==> src/hw/rtl/kdlpr_pkg.sv <==
// Package for the key debounce block: register indexes, event codes and
// shared widths. No dependencies.
`timescale 1ns / 1ps
`default_nettype none

package kdlpr_pkg;

    // Number of logical keys: pin one alone, pin two alone, both pins
    localparam int KEY_NUM = 3;
    // Two event slots per key, though only a held key gives two in one tick
    localparam int MAX_EVENTS = 2 * KEY_NUM;

    typedef logic [3:0] evt_code_t;
    typedef logic [2:0] evt_cnt_t;
    typedef logic [3:0] cfg_idx_t;

    // Configuration register indexes
    localparam cfg_idx_t REG_LONG_K1      = 4'd0;
    localparam cfg_idx_t REG_LONG_K2      = 4'd1;
    localparam cfg_idx_t REG_LONG_COMBO   = 4'd2;
    localparam cfg_idx_t REG_REPEAT_K1    = 4'd3;
    localparam cfg_idx_t REG_REPEAT_K2    = 4'd4;
    localparam cfg_idx_t REG_REPEAT_COMBO = 4'd5;
    localparam cfg_idx_t REG_ACTIVE_LVL   = 4'd6;
    localparam cfg_idx_t REG_FAST_MODE    = 4'd7;

    // Event codes per key: press or repeat, release, long press
    localparam evt_code_t PRESS_CODE   [KEY_NUM] = '{4'd1, 4'd4, 4'd7};
    localparam evt_code_t RELEASE_CODE [KEY_NUM] = '{4'd2, 4'd5, 4'd8};
    localparam evt_code_t LONG_CODE    [KEY_NUM] = '{4'd3, 4'd6, 4'd9};

    localparam logic [15:0] LONG_RESET   = 16'd100;
    localparam logic [7:0]  REPEAT_RESET = 8'd0;

endpackage

`default_nettype wire

==> src/hw/rtl/key_debounce_long_press_repeat.sv <==
// Top level of the key debounce block with long press and auto-repeat.
// Depends on kdlpr_pkg for register indexes, event codes and types.
`timescale 1ns / 1ps
`default_nettype none

// Usage:
//   s_ channel: one scan tick per item, two raw pin levels (bit0 pin one).
//   m_ channel: event items, one per cycle while m_ready is high; m_last_event
//   marks the final event of a tick. Keys are pin one alone, pin two alone and
//   both pins; events come in key order, press before long press within a key.
//   cfg_ port: plain write, index per the register list, no read-back.
//   Latency: a tick's first event is valid the cycle after the tick is
//   taken. A tick that gives no event leaves no trace on m_.
//   Throughput: the queue sends one event per cycle while m_ready is high;
//   the next tick is taken in the cycle the last event of a tick leaves,
//   and a tick that gives no event leaves s_ready high.
//   All debounce, hold and repeat state updates in the cycle a tick is
//   taken.
//   Reset (aresetn low, synchronous): long press 100 ticks, repeat off,
//   active level low, fast mode off, filters at half the filter time,
//   all keys released, output queue empty.
//   When m_ready stays low the queued event holds and s_ready stays low
//   until the queue drains.
module key_debounce_long_press_repeat #(
    parameter int FILTER_TICKS = 5
) (
    input  wire logic       aclk,
    input  wire logic       aresetn,
    // Tick input
    input  wire logic       s_valid,
    output logic            s_ready,
    input  wire logic [1:0] s_pin_levels,
    // Event output
    output logic            m_valid,
    input  wire logic       m_ready,
    output logic [3:0]      m_event_code,
    output logic            m_last_event,
    // Configuration write
    input  wire logic       cfg_wr_en,
    input  wire logic [3:0] cfg_index,
    input  wire logic [15:0] cfg_wdata
);

    localparam int KN = kdlpr_pkg::KEY_NUM;
    localparam int ME = kdlpr_pkg::MAX_EVENTS;
    localparam logic [3:0] FILT      = 4'(FILTER_TICKS);
    localparam logic [3:0] FILT_2X   = 4'(2 * FILTER_TICKS);
    localparam logic [3:0] FILT_HALF = 4'(FILTER_TICKS / 2);

    // Configuration registers
    logic [15:0] long_reg   [KN];
    logic [7:0]  repeat_reg [KN];
    logic [1:0]  active_lvl_reg;
    logic        fast_mode_reg;

    // Per-key state
    logic [3:0]  filt_reg  [KN];
    logic [3:0]  filt_next [KN];
    logic        pressed_reg  [KN];
    logic        pressed_next [KN];
    logic [15:0] hold_reg  [KN];
    logic [15:0] hold_next [KN];
    logic [7:0]  rep_reg   [KN];
    logic [7:0]  rep_next  [KN];

    // Event queue for the tick in flight
    kdlpr_pkg::evt_code_t queue_reg  [ME];
    kdlpr_pkg::evt_code_t queue_next [ME];
    kdlpr_pkg::evt_cnt_t  cnt_reg;
    kdlpr_pkg::evt_cnt_t  cnt_next;
    kdlpr_pkg::evt_cnt_t  rd_idx_reg;

    // Two event slots per key: first is press or release, second is long or repeat
    logic                 slot_vld  [ME];
    kdlpr_pkg::evt_code_t slot_code [ME];

    logic [1:0] act;
    logic [KN-1:0] down;
    logic in_fire;
    logic out_fire;

    assign in_fire  = s_valid && s_ready;
    assign out_fire = m_valid && m_ready;
    assign m_valid  = (cnt_reg != '0);
    assign s_ready  = (cnt_reg == '0) || ((cnt_reg == 3'd1) && m_ready);
    assign m_event_code = queue_reg[rd_idx_reg];
    assign m_last_event = (cnt_reg == 3'd1);

    // Decode the three logical keys from the pin levels
    assign act     = ~(s_pin_levels ^ active_lvl_reg);
    assign down[0] = (act == 2'b01);
    assign down[1] = (act == 2'b10);
    assign down[2] = (act == 2'b11);

    // Debounce, hold and repeat update for every key
    always_comb begin
        logic        do_held;
        logic        do_rel;
        logic [15:0] hold_inc;
        logic [7:0]  rep_inc;
        for (int k = 0; k < KN; k++) begin
            filt_next[k]    = filt_reg[k];
            pressed_next[k] = pressed_reg[k];
            hold_next[k]    = hold_reg[k];
            rep_next[k]     = rep_reg[k];
            slot_vld[2*k]    = 1'b0;
            slot_code[2*k]   = kdlpr_pkg::PRESS_CODE[k];
            slot_vld[2*k+1]  = 1'b0;
            slot_code[2*k+1] = kdlpr_pkg::LONG_CODE[k];
            do_held = 1'b0;
            do_rel  = 1'b0;

            if (fast_mode_reg) begin
                if (down[k]) begin
                    do_held = 1'b1;
                end else begin
                    do_rel = 1'b1;
                end
            end else if (down[k]) begin
                if (filt_reg[k] < FILT) begin
                    filt_next[k] = FILT;
                end else if (filt_reg[k] < FILT_2X) begin
                    filt_next[k] = filt_reg[k] + 4'd1;
                end else begin
                    do_held = 1'b1;
                end
            end else begin
                if (filt_reg[k] > FILT) begin
                    filt_next[k] = FILT;
                end else if (filt_reg[k] != '0) begin
                    filt_next[k] = filt_reg[k] - 4'd1;
                end else begin
                    do_rel = 1'b1;
                end
            end

            // Clear hold and repeat on every inactive tick
            if (!down[k]) begin
                hold_next[k] = '0;
                rep_next[k]  = '0;
            end

            // Release event
            if (do_rel && pressed_reg[k]) begin
                pressed_next[k] = 1'b0;
                slot_vld[2*k]   = 1'b1;
                slot_code[2*k]  = kdlpr_pkg::RELEASE_CODE[k];
            end

            // Press, long press and auto-repeat
            hold_inc = hold_reg[k] + 16'd1;
            rep_inc  = rep_reg[k] + 8'd1;
            if (do_held) begin
                if (!pressed_reg[k]) begin
                    pressed_next[k] = 1'b1;
                    slot_vld[2*k]   = 1'b1;
                end
                if (long_reg[k] != '0) begin
                    if (hold_reg[k] < long_reg[k]) begin
                        hold_next[k] = hold_inc;
                        if (hold_inc == long_reg[k]) begin
                            slot_vld[2*k+1] = 1'b1;
                        end
                    end else if (repeat_reg[k] != '0) begin
                        if (rep_inc >= repeat_reg[k]) begin
                            rep_next[k]      = '0;
                            slot_vld[2*k+1]  = 1'b1;
                            slot_code[2*k+1] = kdlpr_pkg::PRESS_CODE[k];
                        end else begin
                            rep_next[k] = rep_inc;
                        end
                    end
                end
            end
        end
    end

    // Pack the valid slots into the queue in key order
    always_comb begin
        kdlpr_pkg::evt_cnt_t pos;
        pos = '0;
        for (int i = 0; i < ME; i++) begin
            queue_next[i] = '0;
        end
        for (int i = 0; i < ME; i++) begin
            if (slot_vld[i]) begin
                queue_next[pos] = slot_code[i];
                pos = pos + 3'd1;
            end
        end
        cnt_next = pos;
    end

    // Hold the queue and advance the read pointer one event per cycle while m_ready is high
    always_ff @(posedge aclk) begin
        if (!aresetn) begin
            cnt_reg    <= '0;
            rd_idx_reg <= '0;
        end else if (in_fire) begin
            cnt_reg    <= cnt_next;
            rd_idx_reg <= '0;
        end else if (out_fire) begin
            cnt_reg    <= cnt_reg - 3'd1;
            rd_idx_reg <= rd_idx_reg + 3'd1;
        end
    end

    always_ff @(posedge aclk) begin
        if (in_fire) begin
            queue_reg <= queue_next;
        end
    end

    // Key state and configuration registers
    always_ff @(posedge aclk) begin
        if (!aresetn) begin
            for (int k = 0; k < KN; k++) begin
                filt_reg[k]    <= FILT_HALF;
                pressed_reg[k] <= 1'b0;
                hold_reg[k]    <= '0;
                rep_reg[k]     <= '0;
                long_reg[k]    <= kdlpr_pkg::LONG_RESET;
                repeat_reg[k]  <= kdlpr_pkg::REPEAT_RESET;
            end
            active_lvl_reg <= '0;
            fast_mode_reg  <= 1'b0;
        end else begin
            if (in_fire) begin
                filt_reg    <= filt_next;
                pressed_reg <= pressed_next;
                hold_reg    <= hold_next;
                rep_reg     <= rep_next;
            end
            if (cfg_wr_en) begin
                case (cfg_index)
                    kdlpr_pkg::REG_LONG_K1: begin
                        long_reg[0] <= cfg_wdata;
                        rep_reg[0]  <= '0;
                    end
                    kdlpr_pkg::REG_LONG_K2: begin
                        long_reg[1] <= cfg_wdata;
                        rep_reg[1]  <= '0;
                    end
                    kdlpr_pkg::REG_LONG_COMBO: begin
                        long_reg[2] <= cfg_wdata;
                        rep_reg[2]  <= '0;
                    end
                    kdlpr_pkg::REG_REPEAT_K1: begin
                        repeat_reg[0] <= cfg_wdata[7:0];
                        rep_reg[0]    <= '0;
                    end
                    kdlpr_pkg::REG_REPEAT_K2: begin
                        repeat_reg[1] <= cfg_wdata[7:0];
                        rep_reg[1]    <= '0;
                    end
                    kdlpr_pkg::REG_REPEAT_COMBO: begin
                        repeat_reg[2] <= cfg_wdata[7:0];
                        rep_reg[2]    <= '0;
                    end
                    kdlpr_pkg::REG_ACTIVE_LVL: begin
                        active_lvl_reg <= cfg_wdata[1:0];
                    end
                    kdlpr_pkg::REG_FAST_MODE: begin
                        fast_mode_reg <= cfg_wdata[0];
                    end
                    default: begin
                        // drop writes to unknown registers
                    end
                endcase
            end
        end
    end

endmodule

`default_nettype wire
==> config.mk <==
export PLATFORM = sky130hd
export DESIGN_NAME = key_debounce_long_press_repeat
export DESIGN_NICKNAME = d
export VERILOG_FILES = /design/src/hw/rtl/kdlpr_pkg.sv /design/src/hw/rtl/key_debounce_long_press_repeat.sv
export SDC_FILE = /design/constraint.sdc
export NUM_CORES = 1
export LEC_CHECK = 0
export ABC_CLOCK_PERIOD_IN_PS = 5510
export BUFFER_PORTS_ARGS = -buffer_cell sky130_fd_sc_hd__buf_4
export CORE_ASPECT_RATIO = 0.9
export CORE_UTILIZATION = 45
export DETAILED_ROUTE_END_ITERATION = 7
export GPL_ROUTABILITY_DRIVEN = 0
export GPL_TIMING_DRIVEN = 0
export SYNTH_ARGS = -nofsm -noshare
export SYNTH_HDL_FRONTEND = slang
export SYNTH_SLANG_ARGS = --single-unit
==> constraint.sdc <==
create_clock -name aclk -period 5.51 [get_ports aclk]
set_input_delay 1.102 -clock aclk [delete_from_list [all_inputs] [get_ports aclk]]
set_output_delay 1.102 -clock aclk [all_outputs]
set_load 0.03 [all_outputs]
==> impl_metrics.py, run 1 <==
metrics = {
    "outcome": {
        "status": "complete, no violations",
    },
    "clocking": {
        "hold_buffers": 0,
        "cts_sinks": 192,
        "root_buffer": "clkbuf_16",
        "htreeDepth": 4,
        "max-clock-path-buffers": 2,
        "clkTransAtPathRegs_ns": 0.08,
        "cts_buffers": 17,
        "clock_latency_ns": 0.45,
        "cts_tree": "built",
    },
    "routing": {
        "vias_per_cell": 5.79,
        "detail-route-antenna-nets": 0,
        "vias": 11409,
        "routed_wirelength_um": 36900,
        "routedWlPerCell_um": 18.7,
        "drt_iter0_markers": 997,
        "firstDrtPassIters": 5,
        "post-route-drc-count": 0,
    },
    "timing": {
        "tightest_slew_ns": 1.11,
        "finClkSkew_ns": 0.0156,
        "rsz0062_at_grt": "no",
        "period_minus_slack_ns": 5.34,
        "finalSetupTns_ns": 0,
        "hold_violations": 0,
        "slew_violations": 0,
        "min_period_over_period_pct": 97.0,
        "setup-violations-final": 0,
        "fmaxAchievable_ghz": 0.187,
        "slew_headroom_pct": 25.0,
        "layout_setup_ws_ns": 0.168,
    },
    "global_route": {
        "grt_pass1_vias": 10531,
        "gr-usage-all-layers_pct": 24.9,
        "grt_pass1_wl_um": 58200,
        "antenna_found_initial": 3,
        "busiest_layer": "met2",
        "met2_usage_pct": 39.3,
        "grt_max_degree": 32,
        "globalRouteOverflowTotal": 0,
        "use_met1_pct": 36.2,
        "grtUsageMet3_pct": 3.16,
    },
    "job": {
        "cap_violations": 0,
    },
    "finish": {
        "fillers": 2758,
        "register_area_um2": 4800,
        "drive_above_1_share_pct": 8.83,
        "syn_to_final_growth_pct": 10.9,
        "final_cells": 1971,
        "num_antenna_cells": 0,
        "multi_input_area_um2": 8010,
        "nNetsFinal": 1687,
    },
    "logic_synthesis": {
        "syn_avg_cell_area_um2": 8.83,
        "synth_fa_ha_area_share_pct": 9.32,
        "synth_cell_types": 93,
        "synth.top_cell.area_share_pct": 21.6,
        "synth_seq_area_share_pct": 36.0,
        "synthXorXnorAreaFrac_pct": 5.50,
        "synthesis.area_um2": 13300,
        "yosys_warnings": 0,
        "ys_ff_latch": 192,
        "ys.flop_type": "edfxtp_1",
        "synth-edff-count": 96,
        "yosys-mux-area-fraction_pct": 3.47,
        "mappedNetlistNets": 1636,
        "async_flop_share_pct": 0,
        "yosys-top-cells-area": "edfxtp_1 22%, dfxtp_1 14%, ha_1 9.1%, o21ai_0 3.8%, nand2_1 3.2%",
        "synth-simple-area-share_pct": 22.9,
        "yosys.area.top_type": "edfxtp_1",
        "synth_cells": 1511,
        "synth-compound-area-share_pct": 17.9,
        "synth_top_family_by_area": "simple AND/OR/NAND/NOR gates",
    },
    "min_path": {
        "hold_end": "rep_reg[20]",
        "hold_class": "register to register",
        "worstHoldPathCells": 2,
        "hold_start": "rep_reg[20]",
    },
    "floorplan": {
        "die_w_um": 183,
        "start_util_pct": 46.0,
        "core-area_um2": 29000,
        "dieArea_um2": 30300,
        "row_count": 59,
        "num_io_pins": 34,
        "die_h_um": 165,
    },
    "placed_design": {
        "pre_cts_ws_ns": -1.43,
        "dpl.cell_count": 1940,
        "port_buffers": 32,
        "dp_hpwl_um": 27800,
    },
    "critical_path": {
        "regToRegStartpoint": "hold_reg[34]",
        "cp-startpoint": "s_pin_levels[0]",
        "crit_path_frequent_cell": "inv_1",
        "crit_type": "input pin to register",
        "rrSetupSlack_ns": 0.24,
        "r2r_end": "queue_reg[21]",
        "path_max_fanout": 6,
        "r2r_cells": 19,
        "crit_path_max_incr_delay_ns": 0.55,
        "worstSetupStartpointType": "input pin",
        "crit_chain": "buf_4 > xor2_1 > nor2_2 > o21ai_4 > nand2b_4 > or4b_4 > or4_4 > o31ai_4 > inv_1 > ha_1 > inv_1 > mux2i_1 > inv_1 > ha_1 > nor3b_2 > xnor2_1 > mux2_2 > or3_1 > clkbuf_1 > mux2i_1",
        "cp.required_ns": 5.67,
        "crit_slowest_cell": "or4b_4",
        "cp.arrival_ns": 5.50,
        "crit_path_end_kind": "register",
    },
    "power_and_ir_drop": {
        "sw_frac_of_total_pct": 35.3,
        "p_sw_mw": 1.43,
        "clkPwrFrac_pct": 30.8,
        "p_comb_share_pct": 26.0,
        "powerDensity_nw_per_um2": 274,
        "vdd_ir_drop_max_v": 0.000231,
        "p_leak_nw": 5.84,
        "seqPwrFrac_pct": 43.2,
        "p_int_mw": 2.62,
    },
}
[metrics by stage]
step	hold WS, ns	power (mW)	cell area (um2)	utilization, %
floorplan	0.485	2.44	13300	-
global placement	0.509	2.78	14100	48.5
detailed placement	0.527	2.83	14100	48.7
CTS	0.539	4.06	14800	50.9
global route	0.566	4.26	14800	51.0
finish	0.528	4.05	14800	51.0
[cells by family (layout without fill, tap and decap cells)]
kind of cell / after synthesis / after routing
flops: 192 / 192
fa+ha+maj: 99 / 99
buf+inv: 166 / 230
xor+xnor: 82 / 82
simple gates: 573 / 573
compound gates: 359 / 359
mux: 40 / 40
[repair_timing]
action                                  in CTS  in global routing
resized for setup                           11                 10
pin swaps                                    5                  2
endpoints found under the setup margin      26                 10
buffers inserted                             2                  0
[layout by cell type (no fill, tap or decap), drive strengths merged, types with 22 or more instances in the layout]
cell type,count
nor2b,60
edfxtp,96
clkbuf,62
a21o,23
o21ai,109
nand2,114
nor2,101
xnor2,46
ha,97
dfxtp,96
and3,22
nand3,58
a22oi,28
a21oi,63
and2,40
nor4,29
xor2,36
nand4,24
mux2i,29
nor3,40
inv,111
buf,48
[area by class of cell]
class	count	share of cell area [%]
buffer	56	1.59
tap	396	3.35
sequential	192	32.5
inverter	107	2.71
clock inverter	13	0.837
multi-input combinational	1153	54.1
clock buffer	19	3.07
timing repair buffer	35	1.86
[cells in the mapped netlist, types with 23 or more instances]
master      n
inv_1     107
a21oi_1    61
nand3_1    58
and2_1     39
a21o_1     23
nand2_1   113
o21ai_0   102
nor2_1     99
edfxtp_1   96
nor2b_1    60
a22oi_1    28
ha_1       97
dfxtp_1    96
xor2_1     35
mux2i_1    29
nor3_1     40
xnor2_1    45
clkbuf_1   44
nor4_1     28
[power groups by stage]
stage / Combinational (mW) / Sequential, mW / Clock (mW)
finish: 1.05 / 1.75 / 1.25
global route: 1.16 / 1.77 / 1.32
CTS: 1.05 / 1.75 / 1.26
detailed placement: 1.04 / 1.78 / 0
global placement: 1.00 / 1.78 / 0
floorplan: 0.696 / 1.75 / 0
[metal layers]
metal | vias up | part of all wire, %
met5 | - | 0
met4 | 0 | 1.5
met3 | 30 | 5.0
met2 | 298 | 44
met1 | 5469 | 49
li1 | 5612 | -
[how the worst max path moves through the flow]
| stage | endpoint | slack, ns |
|---|---|---|
| 2_1_floorplan | queue_reg[10] | 0.03 |
| 3_3_place_gp | queue_reg[21] | -1.43 |
| 3_5_place_dp | queue_reg[8] | -1.43 |
| 4_1_cts | queue_reg[8] | 0.01 |
| 5_1_grt | queue_reg[21] | 0.0008 |
| 6_report | queue_reg[21] | 0.17 |
[critical path: cells and delay by family]
| kind | cells | cell delay (ns) |
|---|---|---|
| and+or+nand+nor | 6 | 2.01 |
| xor gates and xnor gates | 2 | 0.38 |
| adders and majority gates | 2 | 0.48 |
| AOI/OAI and AO/OA | 2 | 0.27 |
| buffers and inverters | 5 | 0.62 |
| muxes | 3 | 0.62 |
Power figures use the tool's default switching activity.
==> run 2, diff against run 1 <==
--- a/config.mk
+++ b/config.mk
@@ -8,7 +8,7 @@
 export ABC_CLOCK_PERIOD_IN_PS = 5510
 export BUFFER_PORTS_ARGS = -buffer_cell sky130_fd_sc_hd__buf_4
 export CORE_ASPECT_RATIO = 0.9
-export CORE_UTILIZATION = 45
+export CORE_UTILIZATION = 42
 export DETAILED_ROUTE_END_ITERATION = 7
 export GPL_ROUTABILITY_DRIVEN = 0
 export GPL_TIMING_DRIVEN = 0
==> run 2 against run 1 <==
- clock skew increased by 0.0033 ns
- die area increased by 7.1%
- core utilization decreased by 3.1 points
- first-iteration DRC count decreased by 3.3%
- cell count increased by 0.96%
- sequential share of layout area decreased by 0.20 points
- wire length about the same
- sequential power about the same
- largest cell class unchanged
==> impl_metrics.py, run 2 (synthesis gave the netlist of run 1 again) <==
metrics = {
    "global_route": {
        "grt_max_degree": 32,
        "globalRouteOverflowTotal": 0,
        "gr-usage-all-layers_pct": 23.5,
        "antenna_found_initial": 2,
        "grt_pass1_vias": 10900,
        "grt_pass1_wl_um": 59200,
    },
    "finish": {
        "layout_commonest_cell": "nand2_1",
        "final_cell_mix": "113 x nand2_1, 107 x inv_1, 102 x o21ai_0",
        "drive_above_1_share_pct": 8.99,
        "final_cells": 1990,
        "syn_to_final_growth_pct": 11.6,
        "nNetsFinal": 1692,
        "final_area_um2": 14900,
    },
    "power_and_ir_drop": {
        "powerDensity_nw_per_um2": 276,
        "p_leak_nw": 5.89,
        "p_sw_mw": 1.45,
        "p_comb_share_pct": 25.5,
        "seqPwrFrac_pct": 42.6,
        "vdd_ir_drop_max_v": 0.000249,
        "p_int_mw": 2.66,
        "power_mw": 4.11,
        "sw_frac_of_total_pct": 35.4,
        "clkPwrFrac_pct": 31.9,
    },
    "clocking": {
        "max-clock-path-buffers": 2,
        "cts_tree": "built",
        "htreeDepth": 4,
        "clkTransAtPathRegs_ns": 0.08,
        "clock_latency_ns": 0.46,
        "hold_buffers": 0,
        "cts_buffers": 17,
        "root_buffer": "clkbuf_16",
        "cts_sinks": 192,
    },
    "routing": {
        "post-route-drc-count": 0,
        "vias": 11549,
        "drt_iter0_markers": 964,
        "firstDrtPassIters": 5,
        "vias_per_cell": 5.80,
        "detail-route-antenna-nets": 0,
        "routedWlPerCell_um": 18.5,
        "routed_wirelength_um": 36900,
    },
    "critical_path": {
        "crit_slowest_cell": "fa_2",
        "path_max_fanout": 5,
        "crit_path_end_kind": "register",
        "regToRegStartpoint": "long_reg[0][4]",
        "crit_type": "input pin to register",
        "endpoint": "queue_reg[10]",
        "cp_num_buf_inv": 1,
        "cp-startpoint": "s_pin_levels[0]",
        "r2r_cells": 17,
        "crit_cells": 16,
        "crit_chain": "buf_4 > xor2_1 > nor2_1 > o21ai_2 > nand2b_4 > or4b_4 > or4_4 > o31ai_4 > fa_2 > ha_2 > nor3b_1 > xnor2_1 > mux2_2 > or4b_1 > o31a_2 > a21oi_2",
        "cp.arrival_ns": 5.60,
        "cp.required_ns": 5.82,
        "worstSetupStartpointType": "input pin",
        "crit_path_max_incr_delay_ns": 0.55,
        "cp_top_family": "simple AND/OR/NAND/NOR gates",
        "rrSetupSlack_ns": 0.23,
        "r2r_end": "queue_reg[10]",
    },
    "placed_design": {
        "dp_hpwl_um": 27800,
        "place_area_um2": 14100,
        "port_buffers": 32,
        "dpl.cell_count": 1953,
    },
    "floorplan": {
        "die_w_um": 190,
        "core-area_um2": 31100,
        "row_count": 61,
        "start_util_pct": 42.9,
        "dieArea_um2": 32500,
        "die_h_um": 171,
        "num_io_pins": 34,
    },
    "timing": {
        "period_minus_slack_ns": 5.29,
        "rsz0062_at_grt": "no",
        "setup-violations-final": 0,
        "min_period_over_period_pct": 96.0,
        "hold_violations": 0,
        "slew_violations": 0,
        "fmaxAchievable_ghz": 0.189,
        "finClkSkew_ns": 0.0189,
        "tightest_slew_ns": 1.20,
        "slew_headroom_pct": 18.9,
    },
    "outcome": {
        "status": "complete, no violations",
    },
    "job": {
        "cap_violations": 0,
    },
    "min_path": {
        "hold_class": "register to register",
    },
}
## run 2: worst min-delay path, delay by kind of cell, from the launching register on
kind | cells | cell delay [ns]
DFF | 1 | 0.35
AOI/OAI and AO/OA | 2 | 0.14
## run 2: area by class of cell
type | instances | area [um2]
fill | 3008 | 16200
timing repair buffer | 39 | 303
clock buffer | 17 | 425
buffer | 57 | 239
inverter | 107 | 402
multi-input combinational | 1153 | 8010
sequential | 192 | 4800
clock inverter | 15 | 194
tap | 409 | 512
antenna | 1 | 2.50
## run 2: worst min path at each step
stage            startpoint           end  slack [ns]  cells past startpoint
2_1_floorplan  hold_reg[46]  hold_reg[46]        0.48                      2
3_3_place_gp   hold_reg[46]  hold_reg[46]        0.51                      2
3_5_place_dp     rep_reg[2]    rep_reg[2]        0.52                      2
4_1_cts          rep_reg[2]    rep_reg[2]        0.53                      2
5_1_grt          rep_reg[2]    rep_reg[2]        0.55                      2
6_report         rep_reg[3]    rep_reg[3]        0.53                      2
## run 2: per-stage QoR
stage / setup WS [ns] / utilization (%) / hold slack, ns / setup TNS [ns]
finish: 0.219 / 47.9 / 0.529 / 0
detailed placement: -1.33 / 45.5 / 0.522 / -28.05
floorplan: 0.0324 / - / 0.485 / 0
global placement: -1.37 / 45.4 / 0.507 / -28.51
global route: 0.0195 / 47.9 / 0.552 / 0
CTS: 0.0101 / 47.7 / 0.535 / 0
## run 2: power groups by stage
stage	clock network [mW]	registers [mW]	logic (mW)
floorplan	0	1.75	0.696
global placement	0	1.78	0.997
detailed placement	0	1.78	1.04
CTS	1.34	1.75	1.04
global route	1.39	1.77	1.16
finish	1.31	1.75	1.05
## run 2: repair_timing
item | 4_1_cts | 5_1_grt
setup endpoints to repair | 26 | 22
pin swaps | 3 | 3
buffers inserted | 3 | 2
resized for setup | 8 | 13
hold endpoints to repair | 0 | 0
## run 2: metal layers
metal | vias to the layer above | share of wire [%] | global-route usage [%] | routed length [um]
met1 | 5485 | 47 | 32.8 | 17500
li1 | 5637 | - | - | -
met5 | - | 0.062 | 0 | 23
met3 | 63 | 5.2 | 3.67 | 1940
met4 | 4 | 2.8 | 8.24 | 1020
met2 | 360 | 45 | 36.8 | 16400
==> run 3, diff against run 2 <==
--- a/config.mk
+++ b/config.mk
@@ -5,6 +5,7 @@
 export SDC_FILE = /design/constraint.sdc
 export NUM_CORES = 1
 export LEC_CHECK = 0
+export ABC_AREA = 1
 export ABC_CLOCK_PERIOD_IN_PS = 5510
 export BUFFER_PORTS_ARGS = -buffer_cell sky130_fd_sc_hd__buf_4
 export CORE_ASPECT_RATIO = 0.9
==> run 3 against run 2 <==
- the run now ends with design-rule violations left
- core utilization down 0.55 points
- worst setup slack better by 0.26 ns
- wire length up 10%
- total power up 34%
- register-to-register slack better by 0.25 ns
- maximum frequency up 5.1%
- sequential power up 17%
- count of clock-buffer cells in the layout unchanged
- combinational power up 100%
- design area up 2.2%
- non-clock buffer count down 28
- die area up 3.4%
- critical path type is now register to register
- largest cell class unchanged
==> impl_metrics.py, run 3 <==
metrics = {
    "finish": {
        "nNetsFinal": 2076,
        "final_cells": 2380,
        "drive_above_1_share_pct": 6.67,
        "fillers": 3259,
        "register_area_um2": 4800,
        "final_area_um2": 15200,
        "multi_input_area_um2": 7590,
        "final_cell_mix": "333 x inv_1, 332 x nand2_1, 200 x nor2_1",
        "layout_commonest_cell": "inv_1",
        "syn_to_final_growth_pct": 10.3,
        "num_antenna_cells": 0,
    },
    "clocking": {
        "cts_sinks": 192,
        "htreeDepth": 4,
        "clkTransAtPathRegs_ns": 0.09,
        "clock_latency_ns": 0.47,
        "root_buffer": "clkbuf_16",
        "max-clock-path-buffers": 2,
        "cts_buffers": 17,
        "cts_tree": "built",
    },
    "power_and_ir_drop": {
        "powerDensity_nw_per_um2": 361,
        "vdd_ir_drop_max_v": 0.000259,
        "p_leak_nw": 6.93,
    },
    "critical_path": {
        "cp.required_ns": 5.82,
        "crit_path_end_kind": "register",
        "path_max_fanout": 7,
        "rrSetupSlack_ns": 0.48,
        "crit_type": "register to register",
        "worstSetupStartpointType": "register",
        "cp.arrival_ns": 5.34,
    },
    "logic_synthesis": {
        "ys.flop_type": "edfxtp_1",
        "synth.top_cell.area_share_pct": 20.9,
        "yosys.area.top_type": "edfxtp_1",
        "synth_cell_types": 59,
        "yosys_warnings": 0,
        "synth_cells": 1899,
        "yosys-top-cells-area": "edfxtp_1 21%, dfxtp_1 14%, inv_1 9.1%, nand2_1 9.0%, ha_1 8.8%",
        "synth_seq_area_share_pct": 34.8,
        "syn_avg_cell_area_um2": 7.27,
        "yosys.cell_count.top_type": "inv_1",
        "synthesis.area_um2": 13800,
        "synth_commonest_cells": "334 x inv_1, 332 x nand2_1, 201 x nor2_1",
        "ys_ff_latch": 192,
        "mappedNetlistNets": 2024,
        "synth-edff-count": 96,
        "async_flop_share_pct": 0,
    },
    "floorplan": {
        "dieArea_um2": 33600,
        "die_w_um": 193,
        "row_count": 62,
        "start_util_pct": 43.0,
        "core-area_um2": 32100,
        "num_io_pins": 34,
        "die_h_um": 174,
    },
    "outcome": {
        "violations": "design-rule violations",
        "status": "complete, but fails checks",
    },
    "timing": {
        "rsz0062_at_grt": "no",
        "tightest_slew_ns": 1.32,
        "period_minus_slack_ns": 5.03,
        "min_period_over_period_pct": 91.4,
        "hold_violations": 0,
        "layout_setup_ws_ns": 0.476,
        "finClkSkew_ns": 0.0186,
        "setup-violations-final": 0,
        "fmaxAchievable_ghz": 0.199,
        "slew_headroom_pct": 11.4,
        "slew_violations": 0,
        "hold_ws_ns": 0.473,
    },
    "routing": {
        "routedWlPerCell_um": 17.1,
        "drt_iter0_markers": 1343,
        "detail-route-antenna-nets": 0,
        "routed_wirelength_um": 40700,
        "vias": 12906,
        "post-route-drc-count": 2,
        "vias_per_cell": 5.42,
        "firstDrtPassIters": 7,
    },
    "global_route": {
        "grt_pass1_vias": 11829,
        "grt_pass1_wl_um": 63400,
        "globalRouteOverflowTotal": 0,
        "antenna_found_initial": 0,
        "grt_max_degree": 34,
        "gr-usage-all-layers_pct": 24.7,
    },
    "placed_design": {
        "port_buffers": 33,
        "dp_hpwl_um": 31400,
        "pre_cts_ws_ns": -0.447,
        "place_area_um2": 14600,
        "dpl.cell_count": 2348,
    },
    "min_path": {
        "hold_class": "register to register",
    },
    "job": {
        "cap_violations": 0,
    },
}
==> run 3: cell count changes after synthesis, sizes merged, moves of 51 or more <==
| cell | before | now |
|---|---|---|
| inv | 107 | 342 |
| nand2 | 114 | 343 |
| nor2 | 101 | 217 |
| nand3 | 58 | 120 |
| o21ai | 109 | 171 |
| nor2b | 60 | 0 |
| a21oi | 63 | 114 |
==> run 3: cell type report <==
class / count / share of cell area [%]
Clock buffer: 17 / 2.80
Tap cell: 416 / 3.42
Inverter: 344 / 8.52
Multi-Input combinational cell: 1328 / 49.9
Buffer: 35 / 0.880
Timing Repair Buffer: 33 / 1.63
Sequential cell: 192 / 31.6
Clock inverter: 15 / 1.31
==> run 3: stage by stage <==
| step | setup TNS, ns | util (%) | total power [mW] |
|---|---|---|---|
| after floorplan | 0 | - | 3.49 |
| after global placement | -1.91 | 45.4 | 4.11 |
| after detailed placement | -3.62 | 45.4 | 4.16 |
| after CTS | 0 | 47.3 | 5.48 |
| after global routing | 0 | 47.4 | 5.86 |
| final | 0 | 47.4 | 5.49 |
==> run 3: logic make-up (layout without fill, tap and decap cells) <==
logic type / after synthesis / after routing / share of synthesized area, %
XOR/XNOR: 63 / 63 / 4.51
AO/OA/AOI/OAI: 389 / 389 / 16.1
AND/OR/NAND/NOR: 778 / 778 / 25.3
adder cells (fa/ha/maj): 98 / 98 / 8.94
flip-flops: 192 / 192 / 34.8
buffers and inverters: 379 / 444 / 10.4
==> run 3: critical path, cell delays in order, from the launching register on <==
cell      delay (ns)
dfxtp_1         0.44
nand3_1         0.25
nor2_1          0.15
nand2_1         0.14
nor3_1          0.25
inv_1           0.12
o21ai_0         0.30
xor2_1          0.25
nand3_1         0.12
nor3_1          0.26
nand3_1         0.10
and2_1          0.19
inv_1           0.14
fa_2            0.55
ha_1            0.32
inv_1           0.03
nand2_1         0.07
nand2_2         0.10
o21ai_4         0.28
ha_1            0.21
a21boi_0        0.25
inv_1           0.07
nand2_1         0.07
nand3_1         0.06
nand2_1         0.09
a21oi_1         0.06
==> run 3: where the power goes <==
group	switching, mW	internal (mW)
registers	0.262	1.78
clock network	0.692	0.629
logic	1.46	0.675
==> run 3: timing repair <==
action                                  4_1_cts  5_1_grt
gates resized for setup                       0        5
hold buffers                                  0        0
endpoints found under the setup margin        0       12
buffers inserted                              0        0
==> run 3: worst paths after layout <==
| check | start | end | cells past startpoint |
|---|---|---|---|
| hold reg to reg | hold_reg[0] | hold_reg[0] | 1 |
| setup reg to reg | hold_reg[34] | cnt_reg[2] | 25 |
| hold / removal | hold_reg[0] | hold_reg[0] | 1 |
| setup / recovery | hold_reg[34] | cnt_reg[2] | 25 |
==> run 3: metal layers <==
layer	share of wire [%]	GRT usage, %	up-vias
met5	0	0	-
met4	2.2	7.23	0
met3	6.3	4.24	51
met2	44	37.9	409
met1	47	35.3	5996
li1	-	-	6450
